===== src/hdl/rss_pkg.sv =====
package rss_pkg;

  // Fixed field widths of the words on the ports.
  localparam int LABEL_W = 24;
  localparam int POS_W   = 20;
  localparam int HAP_W   = 2;
  localparam int ROWI_W  = 5;

  // Operation codes of an input word.
  localparam logic OP_LOAD  = 1'b0;
  localparam logic OP_CROSS = 1'b1;

  typedef struct packed {
    logic               operation;
    logic [HAP_W-1:0]   parent_hap;
    logic [ROWI_W-1:0]  row_index;
    logic [LABEL_W-1:0] row_label;
    logic [POS_W-1:0]   row_start;
    logic               row_is_last;
    logic               section_first;
    logic               section_last;
    logic [POS_W-1:0]   cross_start;
    logic [POS_W-1:0]   cross_end;
  } in_word_t;

  typedef struct packed {
    logic [LABEL_W-1:0] child_label;
    logic [POS_W-1:0]   child_start;
    logic               run_last;
    logic               search_error;
  } out_word_t;

  // Request and response between the sequencer and the search engine.
  typedef struct packed {
    logic             start;
    logic [POS_W-1:0] site;
  } srch_req_t;

  typedef struct packed {
    logic done;
    logic found;
  } srch_rsp_t;

  typedef enum logic [3:0] {
    ST_IDLE,
    ST_CHECK,
    ST_START_E,
    ST_SRCH_S,
    ST_SRCH_E,
    ST_PREP,
    ST_HEAD,
    ST_EMIT,
    ST_ERR
  } core_state_t;

  typedef enum logic [2:0] {
    SR_IDLE,
    SR_FIRST,
    SR_LASTCHK,
    SR_LOOP,
    SR_MID,
    SR_SCAN
  } srch_state_t;

endpackage


===== src/hdl/rss_search.sv =====
// Binary search for the rightmost table row whose start site is at or
// before a given site. One table row is probed at a time through the
// caller's memory read port, whose data arrives in the cycle after rd_row.
module rss_search #(
  parameter int MAX_SEGS = 32,
  parameter int POS_BITS = 20
) (
  input  logic                              clk,
  input  logic                              rst_n,
  input  rss_pkg::srch_req_t                req,
  input  logic [$clog2(MAX_SEGS+1)-1:0]     row_cnt,
  input  logic [((POS_BITS < rss_pkg::POS_W) ? POS_BITS : rss_pkg::POS_W)-1:0] rd_site,
  output logic [$clog2(MAX_SEGS)-1:0]       rd_row,
  output rss_pkg::srch_rsp_t                rsp,
  output logic [$clog2(MAX_SEGS)-1:0]       hit_row
);

  localparam int RW  = $clog2(MAX_SEGS);
  localparam int RCW = $clog2(MAX_SEGS + 1);
  localparam int PW  = rss_pkg::POS_W;

  rss_pkg::srch_state_t state_r, state_nxt;
  logic [PW-1:0] v_r, v_nxt;
  logic [RW-1:0] last_r, last_nxt;
  logic [RW-1:0] left_r, left_nxt;
  logic [RW-1:0] right_r, right_nxt;
  logic [RW-1:0] mid_r, mid_nxt;

  logic [PW-1:0] site_ext;
  logic          site_le;
  logic          site_eq;
  logic [RW:0]   mid_sum;
  logic [RW-1:0] mid_c;
  logic [RW-1:0] span;
  logic [RW-1:0] left_inc;

  // The one shared comparator: probed site against the search key.
  assign site_ext = PW'(rd_site);
  assign site_le  = (site_ext <= v_r);
  assign site_eq  = (site_ext == v_r);

  assign mid_sum  = {1'b0, left_r} + {1'b0, right_r};
  assign mid_c    = mid_sum[RW:1];
  assign span     = right_r - left_r;
  assign left_inc = left_r + RW'(1);

  // Search sequencer.
  always_comb begin
    state_nxt = state_r;
    v_nxt     = v_r;
    last_nxt  = last_r;
    left_nxt  = left_r;
    right_nxt = right_r;
    mid_nxt   = mid_r;
    rd_row    = '0;
    rsp       = '0;
    hit_row   = left_r;
    unique case (state_r)
      rss_pkg::SR_IDLE: begin
        rd_row = '0;
        if (req.start) begin
          v_nxt     = req.site;
          last_nxt  = RW'(row_cnt - RCW'(1));
          state_nxt = rss_pkg::SR_FIRST;
        end
      end
      rss_pkg::SR_FIRST: begin
        // Row 0 is on the read port; fetch the last row next.
        rd_row = last_r;
        if (!site_le) begin
          rsp.done  = 1'b1;
          rsp.found = 1'b0;
          state_nxt = rss_pkg::SR_IDLE;
        end else begin
          state_nxt = rss_pkg::SR_LASTCHK;
        end
      end
      rss_pkg::SR_LASTCHK: begin
        if (site_le) begin
          rsp.done  = 1'b1;
          rsp.found = 1'b1;
          hit_row   = last_r;
          state_nxt = rss_pkg::SR_IDLE;
        end else begin
          left_nxt  = '0;
          right_nxt = last_r;
          state_nxt = rss_pkg::SR_LOOP;
        end
      end
      rss_pkg::SR_LOOP: begin
        rd_row = mid_c;
        if (span > RW'(1)) begin
          mid_nxt   = mid_c;
          state_nxt = rss_pkg::SR_MID;
        end else begin
          rsp.done  = 1'b1;
          rsp.found = 1'b1;
          hit_row   = left_r;
          state_nxt = rss_pkg::SR_IDLE;
        end
      end
      rss_pkg::SR_MID: begin
        // Prefetch the row after mid in case an exact hit needs a scan.
        rd_row = mid_r + RW'(1);
        if (site_eq) begin
          left_nxt = mid_r;
          if (mid_r < last_r) begin
            state_nxt = rss_pkg::SR_SCAN;
          end else begin
            rsp.done  = 1'b1;
            rsp.found = 1'b1;
            hit_row   = mid_r;
            state_nxt = rss_pkg::SR_IDLE;
          end
        end else if (!site_le) begin
          right_nxt = mid_r;
          state_nxt = rss_pkg::SR_LOOP;
        end else begin
          left_nxt  = mid_r;
          state_nxt = rss_pkg::SR_LOOP;
        end
      end
      rss_pkg::SR_SCAN: begin
        // Walk forward over rows that start exactly at the key.
        rd_row = left_r + RW'(2);
        if (site_eq) begin
          left_nxt = left_inc;
          if (left_inc >= last_r) begin
            rsp.done  = 1'b1;
            rsp.found = 1'b1;
            hit_row   = left_inc;
            state_nxt = rss_pkg::SR_IDLE;
          end
        end else begin
          rsp.done  = 1'b1;
          rsp.found = 1'b1;
          hit_row   = left_r;
          state_nxt = rss_pkg::SR_IDLE;
        end
      end
      default: begin
        state_nxt = rss_pkg::SR_IDLE;
      end
    endcase
  end

  always_ff @(posedge clk) begin
    if (!rst_n) begin
      state_r <= rss_pkg::SR_IDLE;
    end else begin
      state_r <= state_nxt;
    end
  end

  always_ff @(posedge clk) begin
    v_r     <= v_nxt;
    last_r  <= last_nxt;
    left_r  <= left_nxt;
    right_r <= right_nxt;
    mid_r   <= mid_nxt;
  end

endmodule


===== config.mk =====
export PLATFORM = sky130hd
export DESIGN_NAME = rss_search
export DESIGN_NICKNAME = d
export VERILOG_FILES = /design/src/hdl/rss_pkg.sv /design/src/hdl/rss_search.sv
export SDC_FILE = /design/constraint.sdc
export NUM_CORES = 1
export LEC_CHECK = 0
export ABC_AREA = 1
export BUFFER_PORTS_ARGS = -buffer_cell sky130_fd_sc_hd__buf_2
export CAP_MARGIN = 20
export CORE_ASPECT_RATIO = 1.75
export CORE_MARGIN = 5
export CORE_UTILIZATION = 39
export DETAILED_ROUTE_END_ITERATION = 12
export MAX_ROUTING_LAYER = met4
export PLACE_DENSITY = 0.71
export SLEW_MARGIN = 20
export SYNTH_ARGS = -nofsm -noshare
export SYNTH_HDL_FRONTEND = slang
export SYNTH_SLANG_ARGS = --single-unit

===== constraint.sdc =====
create_clock -name clk -period 6.2 [get_ports clk]
set_clock_uncertainty 0.1 [all_clocks]
set_input_delay 0.31 -clock clk [delete_from_list [all_inputs] [get_ports clk]]
set_output_delay 0.31 -clock clk [all_outputs]
set_load 0.05 [all_outputs]

; ---- Yosys cells after proc, flatten, opt, wreduce, memory -nomap -nowiden
; Cells that the tools add are included.
[totals]
reg_bits = 43
input_bits = 49
out_inout_bits = 12
word_cells = 70
[op_classes]
n_addsub = 6
n_lt_le_gt_ge = 4
n_eq_ne = 13
mux = 33
reduce_logical = 8
[op_table]
columns = op, n
row1 = $mux W5, 12
row2 = $pmux W5 S3, 2
row3 = $eq A20 B20 Y1, 1
row4 = $le A20 B20 Y1, 1
row5 = $pmux W5 S4, 1
row6 = $mux W2, 9
row7 = $mux W3, 6
row8 = $pmux W3 S6, 1
row9 = $add A5 B1 Y5 const B, 2
row10 = $ne A2 B2 Y1 const B, 5
row11 = $pmux W2 S5, 1
row12 = $pmux W5 S2, 1
row13 = $reduce_and A4 Y1, 2
row14 = $add A5 B5 Y6, 1
row15 = $eq A3 B2 Y1 const B, 2
row16 = $eq A3 B3 Y1 const B, 2
row17 = $ne A3 B3 Y1 const B, 2
row18 = $reduce_and A2 Y1, 3
row19 = $add A5 B2 Y5 const B, 1
row20 = $ge A5 B5 Y1, 1
row21 = $gt A5 B1 Y1 const B, 1
row22 = $lt A5 B5 Y1, 1
row23 = $sub A5 B1 Y5 const B, 1
row24 = $sub A5 B5 Y5, 1
row25 = other kinds (4), 4

; ---- Logic depth before layout (Yosys ltp)
; Gate-level depths: netlist of the first run.
[depth]
depth_word = 5
mapped_depth = 16
depth_no_buf = 16

; ---- Least setup slack after synthesis of the first run
; No wires, ideal clock.
[synth_timing]
path_kind = flip-flop to output port
start = register left_r[1]
end = output hit_row[1]
arrival_time_ps = 2719
required_ps = 5790
setup_slack_ps = 3071
stages_incl_launch_ff = 16
path_buffers = 0
path_cell_list = edfxtp_1 ha_1 xor2_1 o21ai_0 inv_1 ha_1 nand2_1 inv_1 a21oi_1 nand3_1 nand2_2 nand2_1 nand3_1 nand2_1 inv_2 nand3_1
[synth_via]
elab_chain_cells = 5
word_cells_on_any_way = 8
cone_classes = add/sub: 1 / order compare: 1 / mux: 6
[synth_lines]
columns = item, line
row1 = start: declaration, rss_search.sv:25  ; logic [RW-1:0] left_r, left_nxt;
row2 = start signal: assignment, rss_search.sv:158  ; left_r <= left_nxt;
row3 = $add A5 B1 Y5, rss_search.sv:45  ; assign left_inc = left_r + RW'(1);
row4 = $ge A5 B5 Y1, rss_search.sv:128  ; if (left_inc >= last_r) begin
row5 = $mux W5, rss_search.sv:128
row6 = $mux W5, rss_search.sv:126  ; if (site_eq) begin
row7 = $pmux W5 S3 *, rss_search.sv:58  ; unique case (state_r)
row8 = end: declaration, rss_search.sv:15  ; output logic [$clog2(MAX_SEGS)-1:0] hit_row
; Mark *: on every way between the ends. The rest lies on a longest branch, timed or not.

; ---- Worst setup path in the final report of the first run
[layout_timing]
start = register left_r[1]
end = output hit_row[4]
[layout_via]
elab_chain_cells = 5
[layout_lines]
columns = item, line
row1 = $add A5 B1 Y5 *, rss_search.sv:45
row2 = $ge A5 B5 Y1, rss_search.sv:128
row3 = $mux W5 *, rss_search.sv:128
row4 = $mux W5 *, rss_search.sv:126
row5 = $pmux W5 S3 *, rss_search.sv:58
; Marks and branches as above.

==> results of run 1 <==
-- cell families after synthesis --
| logic type | share of synthesized area [%] |
|---|---|
| adder cells (fa/ha/maj) | 16.12 |
| buffers and inverters | 10.09 |
| AO/OA/AOI/OAI | 9.201 |
| XOR/XNOR | 2.497 |
| flip-flops | 35.95 |
| AND/OR/NAND/NOR | 26.14 |
-- worst max-delay path, stage by stage, from the launching register on --
cell      delay (ps)
edfxtp_1         630
ha_1             320
xor2_1           150
o21ai_0          650
inv_1            100
ha_1             320
nand2_1           80
inv_1             40
a21oi_1          180
nand3_1          290
nand2_2          220
nand2_1           70
nand3_1           60
nand2_1           60
inv_1             50
nand3_1          110
buf_2            240
-- flip-flops by register name (all words and copies together), names as in the netlist --
name / cells
mid_r: 5
last_r: 5
state_r: 3
right_r: 5
left_r: 5
v_r: 20
-- per-stage QoR --
step                setup slack [ps]  cell area, um^2  util (%)  hold slack [ps]  cells
CTS                             1933             4085     46.81            92.06    624
detailed placement              2234             3926     44.99            388.1    617
floorplan                       3071             3508         -            307.6    445
global placement                2294             3926     44.99            386.6    617
global route                    1645             4090     46.87            89.27    624
finish                          1909             4090     46.87            99.01    624
-- routing by layer --
| metal | routed length (um) | global-route usage [%] | vias up |
|---|---|---|---|
| met5 | 0 | - | - |
| met1 | 3073 | 15.82 | 1412 |
| met2 | 4638 | 30.99 | 139 |
| met4 | 618 | 11.55 | 0 |
| li1 | - | - | 1578 |
| met3 | 487 | 3.129 | 42 |
-- area by class of cell --
| type | instances | area (um^2) | area share (%) |
|---|---|---|---|
| clock buffer | 6 | 128.9 | 3.151 |
| clock inverter | 1 | 30.03 | 0.7342 |
| inverter | 86 | 327.8 | 8.015 |
| multi-input combinational | 312 | 1901 | 46.47 |
| sequential | 43 | 1261 | 30.84 |
| tap | 117 | 146.4 | 3.579 |
| timing repair buffer | 59 | 295.3 | 7.219 |
-- synthesized netlist by cell type, types with 3 or more instances --
master | number | share of area (%)
nand3_1 | 44 | 6.3
nor2_1 | 20 | 2.1
nor2_2 | 4 | 0.71
nand4_1 | 5 | 0.89
o21ai_0 | 21 | 3.0
xor2_1 | 7 | 1.7
nand2_1 | 115 | 12
buf_2 | 3 | 0.43
nor2_4 | 3 | 0.96
edfxtp_1 | 40 | 34
ha_1 | 42 | 15
xnor2_1 | 3 | 0.75
nand2_2 | 5 | 0.89
o21ai_1 | 3 | 0.43
dfxtp_1 | 3 | 1.7
a21oi_1 | 17 | 2.4
inv_2 | 4 | 0.43
inv_1 | 81 | 8.7
-- worst min path at each step --
stage	cells past startpoint	to	start	slack [ps]
after floorplan	2	state_r[2]	rst_n	310
after global placement	1	v_r[13]	req[13]	390
after detailed placement	1	v_r[11]	req[11]	390
after CTS	1	v_r[18]	req[18]	90
after global routing	1	v_r[1]	req[1]	90
final	1	v_r[18]	req[18]	100
-- power by group through the flow --
stage / combinational, mW / clock (mW) / sequential, mW
global placement: 0.440 / 0 / 0.405
floorplan: 0.333 / 0 / 0.398
CTS: 0.453 / 0.294 / 0.401
finish: 0.452 / 0.289 / 0.400
detailed placement: 0.450 / 0 / 0.406
global route: 0.504 / 0.307 / 0.404
-- placed cells by master (no fill, tap or decap), drive strengths merged --
| cell type | Yosys | layout |
|---|---|---|
| a22oi | 1 | 1 |
| a21oi | 17 | 17 |
| inv | 85 | 85 |
| o21bai | 2 | 2 |
| o21a | 2 | 2 |
| nor2 | 27 | 27 |
| clkbuf | 0 | 6 |
| nand4 | 5 | 5 |
| fa | 2 | 2 |
| o2111ai | 2 | 2 |
| a21o | 2 | 2 |
| ha | 42 | 42 |
| o211ai | 1 | 1 |
| buf | 4 | 59 |
| dfxtp | 3 | 3 |
| nand3 | 45 | 45 |
| nand3b | 1 | 1 |
| edfxtp | 40 | 40 |
| nand2 | 121 | 121 |
| o22ai | 1 | 1 |
| clkinv | 1 | 1 |
| o221ai | 1 | 1 |
| bufinv | 0 | 1 |
| xnor2 | 3 | 3 |
| nor3 | 2 | 2 |
| or2 | 1 | 1 |
| xor2 | 7 | 7 |
| o31ai | 1 | 1 |
| o21ai | 26 | 26 |
==> summary.txt, run 1 <==
Outcome - completed
Switching power - 445.5 uW
Row cnt - 45
Antenna diodes - 0
Asr flop ratio synth - 0%
Critical path arrival - 3880 ps
Vias in the first global route - 3126
Layout cells sized above 1 - 17.75%
Hold buffer count at CTS - 0
Unrepaired setup endpoints after global routing - false
Gr ovfl total - 0
Top_reg_cell synth - edfxtp_1
R2R Setup Slk - 2660 ps
Fmax achieved - 0.2330 GHz
Tot Pwr - 1.141 mW
Leakage - 2.045 nW
Register area share after synthesis - 35.95%
Clk pin slew, worst setup/hold paths - 60 ps
Initial cell density of the core - 40.20%
Clock group share of total power - 25.3%
# resized after CTS - 0
Comb power frac - 39.6%
Area Growth Syn to Fin - 16.58%
Cells on worst reg2reg path - 15
Nets - 600
Synth Register Bits - 43
Gate Count Post-Synth - 445
Capturing point of the worst reg2reg path - state_r[0]
PortBufs - 59
Final antenna-violating net count - 0
Internal - 695.1 uW
H-tree depth - 2
Clock root buffer - clkbuf_16
Die width - 81.70 um
Worst-path maximum fanout - 11
Placer Congestion - 0.9502
Global-route wire length before repair - 13.99 mm
Synth Cell Area - 3508 um^2
Peak VDD IR - 229.6 uV
Fillers - 841
CTS Sinks - 43
Core Region - 8727 um^2
CTS tree - yes
Total wire length - 8.818 mm
Relative slew slack - 46.33%
Slew @ Worst Pin - 796.7 ps
Distinct cells, synth - 37
Power Dens Cells - 278.8 nW/um^2
Final setup vio count - 0
Die area - 11070 um^2
Max cap viols - 0
Post-DP HPWL - 7.155 mm
Setup TNS - 0 ps
DRT iter0 DRCs - 284
Postcts setup bufs - 0
WL/cell - 14.13 um
Final period util - 69.21%
Fin. max-slew vios - 0
Sequential power share - 35.1%
Die Y - 135.5 um
Final Hold Viols - 0
HP Class - input pin to register
GR Util All Layers - 17.18%
Initial antenna violation count - 0
TritonCTS Buffers - 5
Net Count, Synth - 538
Tmin final - 4291 ps
# DRC - 0
CP endpoint - hit_row[4]
Syn_area_per_cell - 7.884 um^2
1st-pass router iterations - 6
Crit path kind - register to output port
Via count - 3171
Synth warnings - 0
WP data required - 5790 ps
Crit end category - output port
Reg2reg start - left_r[1]
Switching share of power - 39.06%
Crit path from - left_r[1]
Clk_lat worst skew - 290 ps
IO Pins - 61
Post-synth EDFFs - 40
Vias per cell - 5.082
CP Launch Type - register
Largest net degree at the start of global routing - 26
Clock buffer depth - 2
(Power assumes the default switching activity.)
==> inputs of run 2 (changes only) <==
- ABC_AREA: 1 -> 0
- PLACE_DENSITY: 0.71 -> 0.74
- clock period: 6.2 -> 3.75 ns (I/O delays scaled with it)
==> run 2 against run 1 <==
Net effect: synthesized cell count decreased by 24%; sequential power rose by 51%; die area is 5.9% lower; core utilization grew 2.4 points; combinational power down 23%; synthesized area fell by 6.6%; routed wire length down 1.4%; critical path type unchanged; critical endpoint is now rsp[1].
==> summary.txt, run 2 <==
Area Growth Syn to Fin - 24.20% (was 16.58%)
Max reg flops - 20 (unchanged)
Asr flop ratio synth - 0% (unchanged)
HP Class - input pin to register (unchanged)
Clock buffer depth - 2 (unchanged)
GR Util All Layers - 18.02% (was 17.18%)
Outcome - completed (unchanged)
Count leader, synth - ha_1 (was nand2_1)
WP data required - 3460 ps (was 5790 ps)
Top Metal Used - met4 (unchanged)
Global-route wire length before repair - 14.21 mm (was 13.99 mm)
Total wire length - 8.698 mm (was 8.818 mm)
Final antenna-violating net count - 0 (unchanged)
Largest net degree at the start of global routing - 26 (unchanged)
CTS Sinks - 43 (unchanged)
Layout Utilization - 49.30% (was 46.87%)
Relative slew slack - 29.64% (was 46.33%)
Worst path bufs/invs - 1 (was 4)
Reg2reg start - left_r[0] (was left_r[1])
Row cnt - 44 (was 45)
Max cap viols - 0 (unchanged)
Die width - 79.31 um (was 81.70 um)
Initial antenna violation count - 0 (unchanged)
Peak VDD IR - 330.4 uV (was 229.6 uV)
Tmin final - 3492 ps
Vias per cell - 5.607 (was 5.082)
Initial cell density of the core - 39.70% (was 40.20%)
Setup TNS - 0 ps (unchanged)
Synth top area share - 36.64% (was 34.24%)
Die Y - 131.3 um (was 135.5 um)
Most flop-heavy register - v_r (unchanged)
PortBufs - 59 (unchanged)
Met2 Wirelength - 4.931 mm (was 4.638 mm)
Post-DP HPWL - 6.800 mm (was 7.155 mm)
Placer Congestion - 0.9548 (was 0.9502)
Net Count, Synth - 430 (was 538)
H-tree depth - 2 (unchanged)
Die area - 10410 um^2 (was 11070 um^2)
Top Family by Delay on Critical Path - adder cells (was simple AND/OR/NAND/NOR gates)
Worst-path maximum fanout - 7 (was 11)
Clock root buffer - clkbuf_16 (unchanged)
Final Hold Viols - 0 (unchanged)
Levels on crit path - 10 (was 16)
Fillers - 769 (was 841)
Syn_area_per_cell - 9.727 um^2 (was 7.884 um^2)
IO Pins - 61 (unchanged)
Nets - 512 (was 600)
Critical path arrival - 3200 ps (was 3880 ps)
Cells along the critical path - ha_1, fa_1, nand2_1, a2111oi_0, nor3b_1, o31ai_1, nor2b_1, nand2_1, o211ai_1, buf_2 (was ha_1, xor2_1, o21ai_0, inv_1, ha_1, nand2_1, inv_1, a21oi_1, nand3_1, nand2_2, nand2_1, nand3_1, nand2_1, inv_1, nand3_1, buf_2)
Synth top area cells - edfxtp_1 37%, ha_1 16%, inv_1 4.1% (was edfxtp_1 34%, ha_1 15%, nand2_1 12%)
Synth Register Bits - 43 (unchanged)
Top_reg_cell synth - edfxtp_1 (unchanged)
Footprint of the multi-input gates - 1819 um^2 (was 1901 um^2)
R2R Setup Slk - 790 ps (was 2660 ps)
Most common cell after layout, fill and taps aside - buf_2 (was nand2_1)
CTS tree - yes (unchanged)
Tot Pwr - 1.471 mW (was 1.141 mW)
Distinct cells, synth - 52 (was 37)
Layout cells sized above 1 - 19.76% (was 17.75%)
CP endpoint - rsp[1] (was hit_row[4])
Vias in the first global route - 3011 (was 3126)
Fin. max-slew vios - 0 (unchanged)
Crit path from - left_r[0] (was left_r[1])
DRT iter0 DRCs - 194 (was 284)
# resized after CTS - 0 (unchanged)
Register area share after synthesis - 38.47% (was 35.95%)
# DRC - 0 (unchanged)
Cell accounting for the most synthesized area - edfxtp_1 (unchanged)
Crit path kind - register to output port (unchanged)
Leakage - 1.812 nW (was 2.045 nW)
Core Region - 8258 um^2 (was 8727 um^2)
TritonCTS Buffers - 5 (unchanged)
Antenna diodes - 0 (unchanged)
Delay of the slowest critical-path stage - 540 ps (was 650 ps)
Crit end category - output port (unchanged)
Gate Count Post-Synth - 337 (was 445)
Slowest CP cell - fa_1 (was o21ai_0)
Cells on worst reg2reg path - 7 (was 15)
1st-pass router iterations - 4 (was 6)
Clk_lat worst skew - 290 ps (about the same)
Power Dens Cells - 361.2 nW/um^2 (was 278.8 nW/um^2)
Most frequent cells in the layout - 59 x buf_2, 42 x ha_1, 40 x edfxtp_1 (was 115 x nand2_1, 81 x inv_1, 59 x buf_2)
Fmax achieved - 0.2864 GHz
Final setup vio count - 0 (unchanged)
Final period util - 93.12%
Synth cell count leaders - 42 x ha_1, 40 x edfxtp_1, 36 x inv_1 (was 115 x nand2_1, 81 x inv_1, 44 x nand3_1)
Slew @ Worst Pin - 1055 ps (was 796.7 ps)
Clk pin slew, worst setup/hold paths - 70 ps (was 60 ps)
Synth warnings - 0 (unchanged)
FF+latch area - 1261 um^2 (unchanged)
WL/cell - 16.99 um (was 14.13 um)
Post-synth EDFFs - 40 (unchanged)
Via count - 2871 (was 3171)
DRT met1 WL - 3.059 mm (was 3.073 mm)
Unrepaired setup endpoints after global routing - false (unchanged)
CP most frequent cell - nand2_1
Met3 wire len - 314 um (was 487 um)
Gr ovfl total - 0 (unchanged)
Synth Cell Area - 3278 um^2 (was 3508 um^2)
Capturing point of the worst reg2reg path - mid_r[2] (was state_r[0])
CP Launch Type - register (unchanged)
run 2: per-layer routing:
layer  global-route usage (%)  vias up
li1                         -     1388
met1                    17.33     1361
met2                    33.77       92
met3                    2.534       30
met4                    9.082        0
met5                        -        -
run 2: final cells by class:
cell class	instances	share of cell area, %
clock buffer	6	3.411
clock inverter	2	0.9527
inverter	36	3.319
multi-input combinational	245	44.68
sequential	43	30.98
tap	92	2.827
timing repair buffer	88	13.83
run 2: worst min path at each step:
stage               startpoint         to  cells past startpoint
finish              row_cnt[0]  last_r[0]                      2
global route        row_cnt[0]  last_r[0]                      2
CTS                 row_cnt[0]  last_r[0]                      2
detailed placement     req[13]    v_r[13]                      1
global placement       req[15]    v_r[15]                      1
floorplan               req[0]     v_r[0]                      0
run 2: what timing repair did:
| action | in CTS | in global routing |
|---|---|---|
| buffers inserted | 0 | 4 |
| setup endpoints to repair | 0 | 1 |
| endpoints found under the hold margin | 20 | 0 |
| hold buffers | 20 | 0 |
run 2: kinds of logic (layout without fill, tap and decap cells):
| kind of cell | count (synthesis) | in the layout | share of synthesized area, % |
|---|---|---|---|
| AO/OA/AOI/OAI | 78 | 78 | 15.92 |
| XOR/XNOR | 16 | 16 | 4.275 |
| adder cells (fa/ha/maj) | 44 | 44 | 17.25 |
| buffers and inverters | 49 | 132 | 6.031 |
| flip-flops | 43 | 43 | 38.47 |
| multiplexers | 7 | 7 | 2.176 |
| AND/OR/NAND/NOR | 100 | 100 | 15.88 |
run 2: stage by stage:
stage	area, um^2	setup slack (ps)	hold WS (ps)	cells
floorplan	3278	590.5	186.4	337
global placement	3664	673.7	263.6	480
detailed placement	3664	534.7	265.9	480
CTS	4041	195.2	81.70	508
global route	4071	80.15	90.80	512
finish	4071	257.9	84.42	512
run 2: report_power, final:
part           switching, mW  total [mW]  internal, mW
clock                  0.187       0.522         0.335
sequential            0.0320       0.603         0.571
combinational          0.207       0.346         0.139
total                  0.426        1.47          1.04
==> inputs of run 3 (changes only) <==
- PLACE_DENSITY: 0.74 -> 0.64
==> run 3 against run 2 <==
Net effect: routed wire length down 0.82%; clock power down 19%; flip-flop and latch count unchanged; fmax about the same; register-to-register slack about the same; via count down 0.80%; core utilization down 0.50 points; first-iteration DRC count up 1.0%; critical path type unchanged; critical endpoint unchanged; largest cell class unchanged; highest routed layer unchanged.
==> summary.txt, run 3 (synthesized netlist as in run 2, its figures left out) <==
Vias in the first global route - 2953 (was 3011)
Global-route wire length before repair - 14.12 mm (was 14.21 mm)
Critical path arrival - 3200 ps (about the same)
Leakage - 1.789 nW (was 1.812 nW)
Most frequent cells in the layout - 59 x buf_2, 42 x ha_1, 40 x edfxtp_1 (unchanged)
Clock buffer depth - 2 (unchanged)
PortBufs - 59 (unchanged)
Worst-path maximum fanout - 8 (was 7)
Slew @ Worst Pin - 845.9 ps (was 1055 ps)
Final antenna-violating net count - 0 (unchanged)
Fmax achieved - 0.2866 GHz (was 0.2864 GHz)
Max reg flops - 20 (unchanged)
Die area - 10410 um^2 (unchanged)
Delay of the slowest critical-path stage - 520 ps (was 540 ps)
Vias per cell - 5.573 (was 5.607)
WL/cell - 16.88 um (was 16.99 um)
Top Family by Delay on Critical Path - compound AO/OA/AOI/OAI gates (was adder cells)
Core Region - 8258 um^2 (unchanged)
GR Util All Layers - 17.81% (was 18.02%)
Worst path bufs/invs - 1 (unchanged)
# DRC - 0 (unchanged)
1st-pass router iterations - 4 (unchanged)
Final setup vio count - 0 (unchanged)
Total wire length - 8.627 mm (was 8.698 mm)
Outcome - completed (unchanged)
Fin. max-slew vios - 0 (unchanged)
IO Pins - 61 (unchanged)
Clk_lat worst skew - 290 ps (about the same)
Most common cell after layout, fill and taps aside - buf_2 (unchanged)
Clock root buffer - clkbuf_16 (unchanged)
Initial cell density of the core - 39.70% (unchanged)
DRT iter0 DRCs - 196 (was 194)
Largest net degree at the start of global routing - 26 (unchanged)
Power Dens Cells - 340.3 nW/um^2 (was 361.2 nW/um^2)
Via count - 2848 (was 2871)
WP data required - 3460 ps (about the same)
HP Class - input pin to register (unchanged)
Area Growth Syn to Fin - 22.94% (was 24.20%)
Crit end category - output port (unchanged)
Relative slew slack - 43.27% (was 29.64%)
Setup TNS - 0 ps (unchanged)
Final period util - 93.06% (was 93.12%)
CP most frequent cell - nand2_1 (unchanged)
Tmin final - 3490 ps (was 3492 ps)
Initial antenna violation count - 0 (unchanged)
Slowest CP cell - edfxtp_1 (was fa_1)
Most flop-heavy register - v_r (unchanged)
Post-DP HPWL - 6.766 mm (was 6.800 mm)
Antenna diodes - 0 (unchanged)
Placer Congestion - 0.9183 (was 0.9548)
Die Y - 131.3 um (unchanged)
Max cap viols - 0 (unchanged)
Pre-CTS setup slack - 475.4 ps (was 534.7 ps)
CP Launch Type - register (unchanged)
Cells along the critical path - ha_1, fa_1, nand2_1, a2111oi_1, nor3b_1, o31ai_1, nor2b_1, nand2_1, o211ai_1, buf_2 (was ha_1, fa_1, nand2_1, a2111oi_0, nor3b_1, o31ai_1, nor2b_1, nand2_1, o211ai_1, buf_2)
TritonCTS Buffers - 5 (unchanged)
Clk pin slew, worst setup/hold paths - 60 ps (was 70 ps)
Layout cells sized above 1 - 19.33% (was 19.76%)
Crit path kind - register to output port (unchanged)
Die width - 79.31 um (unchanged)
CTS tree - yes (unchanged)
CTS Sinks - 43 (unchanged)
Peak VDD IR - 262.3 uV (was 330.4 uV)
Gr ovfl total - 0 (unchanged)
Row cnt - 44 (unchanged)
Final WS setup - 260.3 ps (was 257.9 ps)
Final Hold Viols - 0 (unchanged)
H-tree depth - 2 (unchanged)
Nets - 511 (was 512)
R2R Setup Slk - 780 ps (was 790 ps)
==> run 3: cell types whose count changed in the layout (fill, tap and decap cells not counted), sizes merged <==
cell | previous run | this run
bufinv | 1 | 0
buf | 68 | 67
inv | 37 | 36
clkinv | 0 | 2
==> run 3: where the power goes <==
part | internal (mW) | switching, mW | leakage, nW | total, mW
clock network | 0.246 | 0.177 | 0.0685 | 0.423
registers | 0.571 | 0.0302 | 0.401 | 0.601
logic | 0.138 | 0.209 | 1.32 | 0.347
total | 0.955 | 0.416 | 1.79 | 1.37
==> run 3: final timing paths <==
path                                 start    endpoint  cells past startpoint
worst min register to register  state_r[1]  state_r[1]                      3
worst max register to register   left_r[0]    mid_r[0]                      7
worst max-delay path             left_r[0]      rsp[1]                     10
worst min-delay path            row_cnt[0]   last_r[0]                      2
==> run 3: worst register-to-register path, stage by stage (launching register included) <==
cell and delay [ps]:
edfxtp_1 520, ha_1 290, fa_1 460, nor2b_1 150, nand4_1 90, nor3b_1 310
o31ai_1 130, nor2_1 560
==> run 3: per-stage QoR <==
stage / cell area, um^2 / instances / total power, mW / hold slack, ps / utilization, %
after global routing: 4030 / 511 / 1.447 / 80.89 / 48.80
after detailed placement: 3656 / 479 / 0.9413 / 265.6 / 44.27
after floorplan: 3278 / 337 / 0.8382 / 186.4 / -
after CTS: 3998 / 507 / 1.380 / 73.28 / 48.41
final: 4030 / 511 / 1.372 / 72.37 / 48.80
after global placement: 3656 / 479 / 0.9284 / 263.6 / 44.27
==> run 3: final cells by class <==
cell class | instances | area [um^2]
flip-flops and latches | 43 | 1261
clock inverters | 2 | 12.51
inverters | 36 | 135.1
clock buffers | 6 | 128.9
multi-input cells | 245 | 1822
repair buffers | 87 | 555.5
fillers | 785 | 4228
well taps | 92 | 115.1
==> run 3: timing repair <==
| item | in CTS | in global routing |
|---|---|---|
| setup endpoints to repair | 0 | 2 |
| endpoints found under the hold margin | 20 | 0 |
| resized for setup | 0 | 1 |
| buffers inserted | 0 | 4 |
| hold buffers | 20 | 0 |
==> run 3: layer usage <==
layer	part of all wire (%)	vias to the layer above	wire length [um]	track usage, %
li1	-	1387	-	-
met1	36	1337	3068	17.80
met2	55	96	4770	32.69
met3	4.2	28	360	2.534
met4	4.9	0	427	8.795
met5	0	-	0	-
